[config.mk]
export PLATFORM = sky130hd
export DESIGN_NAME = double_ended_queue
export DESIGN_NICKNAME = d
export VERILOG_FILES = /design/src/rtl/deq_pkg.sv /design/src/rtl/deq_ram.sv /design/src/rtl/double_ended_queue.sv
export SDC_FILE = /design/constraint.sdc
export NUM_CORES = 1
export LEC_CHECK = 0
export BUFFER_PORTS_ARGS = -buffer_cell sky130_fd_sc_hd__buf_4
export CAP_MARGIN = 10
export CORE_MARGIN = 5
export CORE_UTILIZATION = 69
export CTS_BUF_LIST = sky130_fd_sc_hd__clkbuf_8
export CTS_CLUSTER_DIAMETER = 150
export DETAILED_ROUTE_END_ITERATION = 8
export PLACE_DENSITY = 0.94
export SYNTH_ARGS = -nofsm -noshare
export SYNTH_HDL_FRONTEND = slang
export SYNTH_SLANG_ARGS = --single-unit
[constraint.sdc]
create_clock -name i_clk -period 13.66 [get_ports i_clk]
set_input_delay 2.732 -clock i_clk [delete_from_list [all_inputs] [get_ports i_clk]]
set_output_delay 2.732 -clock i_clk [all_outputs]
set_load 0.005 [all_outputs]
[src/rtl/deq_pkg.sv]
// package with types, codes and helpers of the double-ended queue
`timescale 1ns / 1ps
`default_nettype none

package deq_pkg;

    localparam int DEPTH  = 16;
    localparam int PTR_W  = $clog2(DEPTH);
    localparam int CNT_W  = $clog2(DEPTH + 1);
    localparam int DATA_W = 32;

    localparam logic [2:0] F_PUSH_FRONT = 3'd0;
    localparam logic [2:0] F_POP_FRONT  = 3'd1;
    localparam logic [2:0] F_PUSH_BACK  = 3'd2;
    localparam logic [2:0] F_POP_BACK   = 3'd3;
    localparam logic [2:0] F_DUMP       = 3'd4;

    localparam logic [1:0] ST_OK    = 2'd0;
    localparam logic [1:0] ST_EMPTY = 2'd1;
    localparam logic [1:0] ST_FULL  = 2'd2;

    typedef struct packed {
        logic [2:0]               func;
        logic signed [DATA_W-1:0] value;
    } t_in_item;

    typedef struct packed {
        logic signed [DATA_W-1:0] result_value;
        logic [1:0]               status;
        logic                     last;
    } t_out_item;

    // ring address: ptr + off modulo DEPTH, off at most DEPTH
    function automatic logic [PTR_W-1:0] deq_wrap(input logic [PTR_W-1:0] ptr,
                                                 input logic [CNT_W-1:0] off);
        logic [CNT_W:0] sum;
        sum = {{(CNT_W + 1 - PTR_W){1'b0}}, ptr} + {1'b0, off};
        if (sum >= (CNT_W + 1)'(DEPTH)) begin
            sum = sum - (CNT_W + 1)'(DEPTH);
        end
        return sum[PTR_W-1:0];
    endfunction

endpackage

`default_nettype wire

[src/rtl/deq_ram.sv]
// simple dual-port ram with registered read data
`timescale 1ns / 1ps
`default_nettype none

module deq_ram #(
    parameter int DATA_W = 32,
    parameter int DEPTH  = 16,
    parameter int ADDR_W = $clog2(DEPTH)
) (
    input  wire logic              i_clk,
    input  wire logic              i_wr_en,
    input  wire logic [ADDR_W-1:0] i_wr_addr,
    input  wire logic [DATA_W-1:0] i_wr_data,
    input  wire logic              i_rd_en,
    input  wire logic [ADDR_W-1:0] i_rd_addr,
    output logic      [DATA_W-1:0] o_rd_data
);

    logic [DATA_W-1:0] r_mem [DEPTH];

    always_ff @(posedge i_clk) begin
        if (i_wr_en) begin
            r_mem[i_wr_addr] <= i_wr_data;
        end
    end

    always_ff @(posedge i_clk) begin
        if (i_rd_en) begin
            o_rd_data <= r_mem[i_rd_addr];
        end
    end

endmodule

`default_nettype wire

[src/rtl/double_ended_queue.sv]
// Bounded double-ended queue of signed 32-bit values held in a ring ram
// addressed by a front pointer and an occupancy count. Push front/back
// and any refused or empty operation load their one result beat into the
// output register at the accepting edge, and such items can be taken
// every cycle while the output side keeps up. A pop reads the ram at
// the accepting edge and loads the read data from state S_RD; a dump
// reads the ram once per entry, with o_in_stall high after the
// accepting cycle until the final beat is loaded. Output stalls
// lengthen both. A stalled output holds the current
// result beat in the output register; one further immediate result is
// parked until the register frees. Unused func codes are taken and
// dropped with no result. Ram contents are not cleared.
`timescale 1ns / 1ps
`default_nettype none

module double_ended_queue import deq_pkg::*; (
    input  wire logic      i_clk,
    input  wire logic      i_rst_n,
    input  wire logic      i_in_valid,
    input  wire t_in_item  i_in_data,
    output logic           o_in_stall,
    output logic           o_out_valid,
    output t_out_item      o_out_data,
    input  wire logic      i_out_stall
);

    localparam logic [1:0] S_IDLE = 2'd0;
    localparam logic [1:0] S_RD   = 2'd1;
    localparam logic [1:0] S_OUT  = 2'd2;

    logic [1:0]       r_state, n_state;
    logic [PTR_W-1:0] r_fp, n_fp;
    logic [CNT_W-1:0] r_cnt, n_cnt;
    logic [PTR_W-1:0] r_idx, n_idx;
    logic [PTR_W-1:0] r_rd_ptr, n_rd_ptr;
    logic             r_dump, n_dump;
    t_out_item        r_pend, n_pend;
    logic             r_out_valid;
    t_out_item        r_out;

    logic              wr_en, rd_en;
    logic [PTR_W-1:0]  wr_addr, rd_addr;
    logic [DATA_W-1:0] rd_data;
    logic              out_free, out_load;
    t_out_item         out_next, imm;
    logic              have_imm, is_full, is_empty, rd_last;
    logic [PTR_W-1:0]  fp_dec, fp_inc;
    logic [CNT_W-1:0]  cnt_dec;

    deq_ram #(
        .DATA_W (DATA_W),
        .DEPTH  (DEPTH),
        .ADDR_W (PTR_W)
    ) u_ram (
        .i_clk     (i_clk),
        .i_wr_en   (wr_en),
        .i_wr_addr (wr_addr),
        .i_wr_data (i_in_data.value),
        .i_rd_en   (rd_en),
        .i_rd_addr (rd_addr),
        .o_rd_data (rd_data)
    );

    assign out_free   = !r_out_valid || !i_out_stall;
    assign is_full    = (r_cnt == CNT_W'(DEPTH));
    assign is_empty   = (r_cnt == '0);
    assign cnt_dec    = r_cnt - 1'b1;
    assign fp_dec     = (r_fp == '0) ? PTR_W'(DEPTH - 1) : r_fp - 1'b1;
    assign fp_inc     = deq_wrap(r_fp, CNT_W'(1));
    assign rd_last    = !r_dump || (r_idx == cnt_dec[PTR_W-1:0]);
    assign o_in_stall = (r_state != S_IDLE);

    always_comb begin
        n_state  = r_state;
        n_fp     = r_fp;
        n_cnt    = r_cnt;
        n_idx    = r_idx;
        n_rd_ptr = r_rd_ptr;
        n_dump   = r_dump;
        n_pend   = r_pend;
        wr_en    = 1'b0;
        wr_addr  = fp_dec;
        rd_en    = 1'b0;
        rd_addr  = r_fp;
        out_load = 1'b0;
        out_next = r_pend;
        have_imm = 1'b0;
        imm      = '{result_value: '0, status: ST_OK, last: 1'b1};

        case (r_state)
            S_IDLE: begin
                if (i_in_valid) begin
                    case (i_in_data.func)
                        F_PUSH_FRONT, F_PUSH_BACK: begin
                            have_imm = 1'b1;
                            if (is_full) begin
                                imm.status = ST_FULL;
                            end else begin
                                wr_en = 1'b1;
                                n_cnt = r_cnt + 1'b1;
                                if (i_in_data.func == F_PUSH_FRONT) begin
                                    wr_addr = fp_dec;
                                    n_fp    = fp_dec;
                                end else begin
                                    wr_addr = deq_wrap(r_fp, r_cnt);
                                end
                            end
                        end
                        F_POP_FRONT, F_POP_BACK: begin
                            if (is_empty) begin
                                have_imm   = 1'b1;
                                imm.status = ST_EMPTY;
                            end else begin
                                rd_en   = 1'b1;
                                n_cnt   = cnt_dec;
                                n_dump  = 1'b0;
                                n_state = S_RD;
                                if (i_in_data.func == F_POP_FRONT) begin
                                    rd_addr = r_fp;
                                    n_fp    = fp_inc;
                                end else begin
                                    rd_addr = deq_wrap(r_fp, cnt_dec);
                                end
                            end
                        end
                        F_DUMP: begin
                            if (is_empty) begin
                                have_imm   = 1'b1;
                                imm.status = ST_EMPTY;
                            end else begin
                                rd_en    = 1'b1;
                                rd_addr  = r_fp;
                                n_rd_ptr = r_fp;
                                n_idx    = '0;
                                n_dump   = 1'b1;
                                n_state  = S_RD;
                            end
                        end
                        default: begin
                        end
                    endcase
                    if (have_imm) begin
                        if (out_free) begin
                            out_load = 1'b1;
                            out_next = imm;
                        end else begin
                            n_pend  = imm;
                            n_state = S_OUT;
                        end
                    end
                end
            end
            S_OUT: begin
                if (out_free) begin
                    out_load = 1'b1;
                    out_next = r_pend;
                    n_state  = S_IDLE;
                end
            end
            S_RD: begin
                if (out_free) begin
                    out_load = 1'b1;
                    out_next = '{result_value: rd_data, status: ST_OK, last: rd_last};
                    if (rd_last) begin
                        n_state = S_IDLE;
                    end else begin
                        rd_en    = 1'b1;
                        rd_addr  = deq_wrap(r_rd_ptr, CNT_W'(1));
                        n_rd_ptr = rd_addr;
                        n_idx    = r_idx + 1'b1;
                    end
                end
            end
            default: begin
                n_state = S_IDLE;
            end
        endcase
    end

    always_ff @(posedge i_clk) begin
        if (!i_rst_n) begin
            r_state     <= S_IDLE;
            r_fp        <= '0;
            r_cnt       <= '0;
            r_out_valid <= 1'b0;
        end else begin
            r_state <= n_state;
            r_fp    <= n_fp;
            r_cnt   <= n_cnt;
            if (out_load) begin
                r_out_valid <= 1'b1;
            end else if (!i_out_stall) begin
                r_out_valid <= 1'b0;
            end
        end
    end

    always_ff @(posedge i_clk) begin
        r_idx    <= n_idx;
        r_rd_ptr <= n_rd_ptr;
        r_dump   <= n_dump;
        r_pend   <= n_pend;
        if (out_load) begin
            r_out <= out_next;
        end
    end

    assign o_out_valid = r_out_valid;
    assign o_out_data  = r_out;

endmodule

`default_nettype wire

**Word level (Yosys, flattened, before mapping)**

Memories as Yosys holds them, arrays and structs flattened. A register that Yosys moved wholly into a read port is not among the register bits.
Cells that the tools add are included.
W data, S select, Z words.

- Logic and storage cells: 152
- Memory bits (writable): 512
- Output and inout port bits: 37
- Input bits: 39
- Register bits after elaboration: 58
- Memories: 1

Memories:

| name | words | bits a word | rd ports | clocked after Yosys merged registers in | wr ports | RTL line | RTL |
|---|---|---|---|---|---|---|---|
| u_ram.r_mem | 16 | 32 | 1 | 1 | 1 | deq_ram.sv:19 | `logic [DATA_W-1:0] r_mem [DEPTH];` |

- Multiplexer cells: 79
- Bitwise gates (word level): 1
- Equal/unequal tests: 21
- Reduce and logical (&&, ||, !) cells: 23
- $lt $le $gt $ge: 4
- Add/sub/neg operators: 12

Operators with widths:

| kind | number |
|---|---|
| $mux W4 | 30 |
| $pmux W35 S2 | 1 |
| $mux W35 | 1 |
| $pmux W4 S2 | 4 |
| $mux W1 | 22 |
| $ne A2 B2 Y1 const B | 11 |
| $sub A4 B1 Y4 const B | 5 |
| $mux W2 | 9 |
| $add A4 B5 Y6 | 2 |
| $ge A6 B5 Y1 const B | 2 |
| $add A4 B1 Y5 const B | 2 |
| $ge A5 B5 Y1 const B | 2 |
| $mux W5 | 2 |
| $pmux W5 S2 | 1 |
| $reduce_and A5 Y1 | 2 |
| $mux W3 | 3 |
| $pmux W1 S2 | 4 |
| $reduce_and A4 Y1 | 2 |
| $reduce_bool A2 Y1 | 4 |
| $reduce_and A7 Y1 | 1 |
| $eq A3 B2 Y1 const B | 2 |
| $pmux W2 S3 | 1 |
| $reduce_and A6 Y1 | 1 |
| $reduce_or A2 Y1 | 3 |
| 19 further kinds | 23 |

**Longest topological paths before layout**

- Depth after elaboration: 9
- Gate-level depth with buffers: 13
- Mapped depth without buffers: 12

**By module**

Synthesis repeated with hierarchy kept, for this count alone.

- Cell total of the unflattened synthesis: 1148
- Area total of the unflattened synthesis: 23512.6 um^2

By module, submodules not included:

| module | area an instance (um^2) | instances | seq. area each (um^2) | cells an instance |
|---|---|---|---|---|
| deq_ram | 20155.6 | 1 | 16335.7 | 838 |
| double_ended_queue | 3357.0 | 1 | 1621.6 | 310 |

**Worst setup path before layout**

Ideal clock, no wire load.

- Kind: input-to-reg
- Start point: input i_in_data[32] (netlist bit)
- End point: register u_ram.o_rd_data[0] (read register of u_ram.r_mem), enable pin
- Library setup time: 0.466 ns
- Required time: 13.194 ns
- Path slack: 7.209 ns
- Data arrival time: 5.985 ns
- Stages: 5
- Path buffers: 2
- Cells stage by stage: clkbuf_1 nor2b_1 clkbuf_1 o21ai_0 o21ai_0

- Elaborated cells between the ends (all ways): 13
- Those cells by class: eq/ne (3); mux (8); reduce/logical (2)

RTL lines:

| item | RTL line | RTL |
|---|---|---|
| start, declared | double_ended_queue.sv:20 | `input wire t_in_item i_in_data,` |
| $eq A3 B1 Y1 (tied with other cells) | double_ended_queue.sv:93 | `case (i_in_data.func)` |
| $reduce_or A3 Y1 (no source line) (*) | - |  |
| $mux W1 (*) | - |  |
| $mux W1 (*) | double_ended_queue.sv:92 | `if (i_in_valid) begin` |
| $pmux W1 S2 (*) | double_ended_queue.sv:90 | `case (r_state)` |
| named net rd_en | double_ended_queue.sv:41 | `logic wr_en, rd_en;` |
| end, declared | deq_ram.sv:16 | `output logic [DATA_W-1:0] o_rd_data` |

The timed path passes the listed nets; every way through them passes the cells marked *.
A chain may end at the register's enable or synchronous reset.

**Final worst setup path**

- Start point: input i_in_data[32] (netlist bit)
- End point: register u_ram.o_rd_data[17] (read register of u_ram.r_mem) (data pin)

- Cells in the longest elaborated chain, start to end: 6
- Elaborated cells between the ends (all ways): 13
- Those cells by class: eq/ne (3); mux (8); reduce/logical (2)

RTL lines:

| item | RTL line | RTL |
|---|---|---|
| $eq A3 B1 Y1 | double_ended_queue.sv:93, double_ended_queue.sv:118 |  |
| $mux W4 | double_ended_queue.sv:118 | `if (i_in_data.func == F_POP_FRONT) begin` |
| $mux W4 | double_ended_queue.sv:110 | `if (is_empty) begin` |
| $mux W4 | - |  |
| $mux W4 | double_ended_queue.sv:92 |  |
| $pmux W4 S2 | double_ended_queue.sv:90 |  |

Several ways; a longest one is shown, not always the timed one.

==> results.tsv <==
metric	value	unit
cp_data_required_time	14040	ps
end_kind	flip-flop	
final_cell_mix	edfxtp_1, mux4_2, buf_4, clkbuf_8, a22oi_1	
ant_nets	0	
dieArea	37900	um2
seq_area_frac_synth	76.31	%
io_buffers	75	
grt_pass1_vias	12760	
grt.overflow.total	0	
clk_pin_slew	70	ps
antenna_cells	0	
total_leakage_power	8.773	nW
htreeDepth	3	
ys_types	47	
die_x	194.7	um
nets	1359	
holdBufCountCts	0	
synth_fp_nets	1225	
area_growth	11.67	%
setup_viol	0	
outcome	completed	
arrival	6880	ps
relSlewSlack	28.21	%
numClockSinks	602	
worst_slew_pin_slew	1072	ps
cp-start-kind	input port	
clk_latency	650	ps
async_flop_share	0	%
slew_viol_final	0	
cts_resized	0	
yosys_most_used_dff	edfxtp_1	
first_iter_violations	1981	
path_max_fanout	67	
maxClockFrequency	154.0	MHz
period_share	47.55	%
wl_per_cell	30.65	um
synth_area	23530	um2
initial_utilization	70.00	%
dp.final_hpwl	30600	um
root_buffer	clkbuf_8	
layout-drive-gt1-share	26.89	%
grt_pass1_wl	81450	um
synth_area_leaders	edfxtp_1, mux4_2, a22oi_1	
grt_setup_unrepaired	false	
core-area	33620	um2
wl	55440	um
peakVddDrop	0.08638	mV
min_period	6495	ps
dpl_cell_area	24720	um2
postSynthCellCount	1166	
yosys.area.top_type	edfxtp_1	
path_class	input port to flip-flop	
hold_viol	0	
p_per_area	141.3	nW/um2
ys_seq_elements	602	
vias_per_cell	6.949	
skew	24.95	ps
cap_violations	0	
cts_tree	built	
vias	12570	
grt_antenna_before_repair	0	
grt_max_degree	116	
io_pins	76	
hold_path_class	flip-flop to flip-flop	
clock_path_buffers	3	
layout_commonest_cell	edfxtp_1	
synth_edf_count	590	
cts_buffers	90	
first_pass_iters	5	
setup-tns-final	0	ps
row_count	67	
final_area	26280	um2
synth_top_cell_area_share	75.29	%
remaining_drc_errors	0	
yosysWarnings	0	
grt.total_usage	29.50	%
cts_setup_buffers	0	
avgSynthCellArea	20.18	um2
die_h	194.7	um
gp_congestion	0.8623	
## cell families (layout without fill, tap and decap cells)
family | count (synthesis) | count (layout) | synth area share [%]
fa+ha+maj | 20 | 20 | 1.127
mux | 139 | 139 | 12.73
xor+xnor | 22 | 22 | 0.8188
flops | 602 | 602 | 76.31
compound gates | 123 | 123 | 3.621
simple gates | 186 | 186 | 3.706
buf+inv | 74 | 269 | 1.685
## area by class of cell
type / instances / area (um2)
clock inverters: 61 / 294.0
repair buffers: 102 / 778.2
multi-input cells: 490 / 5368
flip-flops and latches: 602 / 17960
inverters: 14 / 52.55
clock buffers: 92 / 1266
well taps: 448 / 560.5
fillers: 1562 / 7340
## path summary, 6_finish.rpt
check	start	end	slack, ps	depth (start not counted)
setup / recovery	i_in_data[32]	u_ram.o_rd_data[17]	7160	11
hold / removal	r_state[1]	r_state[1]	550	2
setup reg to reg	r_cnt[0]	u_ram.o_rd_data[17]	8560	12
hold reg to reg	r_state[1]	r_state[1]	550	2
## metrics by stage
step / std cells / setup slack, ps / utilization [%] / total power [mW] / hold slack (ps)
detailed placement: 1656 / 6599 / 73.53 / 2.444 / 532.6
finish: 1809 / 7165 / 78.17 / 3.713 / 552.8
CTS: 1809 / 7285 / 78.17 / 3.723 / 545.2
global route: 1809 / 6987 / 78.17 / 3.847 / 566.8
floorplan: 1166 / 7209 / - / 2.326 / 499.8
global placement: 1656 / 6807 / 73.53 / 2.422 / 514.0
## flip-flops by register name, indices dropped and copies added (netlist names)
register         count
u_ram.r_mem        512
o_out_data          35
u_ram.o_rd_data     32
r_cnt                5
r_fp                 4
r_idx                4
r_rd_ptr             4
r_pend               2
r_state              2
o_out_valid          1
r_dump               1
## synthesized netlist by cell type (4+ instances only)
cell type,n
edfxtp_1,590
a22oi_1,65
xnor2_1,11
clkbuf_1,28
nand3_1,8
nor3_1,13
mux2i_1,9
o21ai_0,10
xor2_1,11
buf_2,17
buf_6,12
nand2_1,58
ha_1,18
nand4_1,4
mux4_2,128
and3_1,32
dfxtp_1,12
nor2_1,54
a21oi_1,25
inv_1,14
## critical path: stages
cell,delay (ps)
buf_4,130
nor2b_1,670
and4_1,410
mux2i_1,210
a21oi_1,110
mux2i_4,150
buf_4,780
buf_4,830
mux4_2,420
a22oi_1,240
nand2_1,100
## per-layer routing
layer | up-vias | share of wire (%) | track usage [%]
met5 | - | 0 | 0
met4 | 0 | 4.1 | 11.61
met3 | 179 | 11 | 5.852
met2 | 987 | 52 | 50.21
met1 | 6351 | 33 | 38.33
li1 | 5054 | - | -
## where the power goes
part,leakage [nW],total [mW],internal [mW],switching (mW)
Sequential,5.43,2.09,2.07,0.0165
Combinational,2.44,0.324,0.130,0.194
Clock,0.908,1.30,0.643,0.657
Total,8.77,3.71,2.85,0.868
No activity file was read; power rests on OpenSTA's default activity.
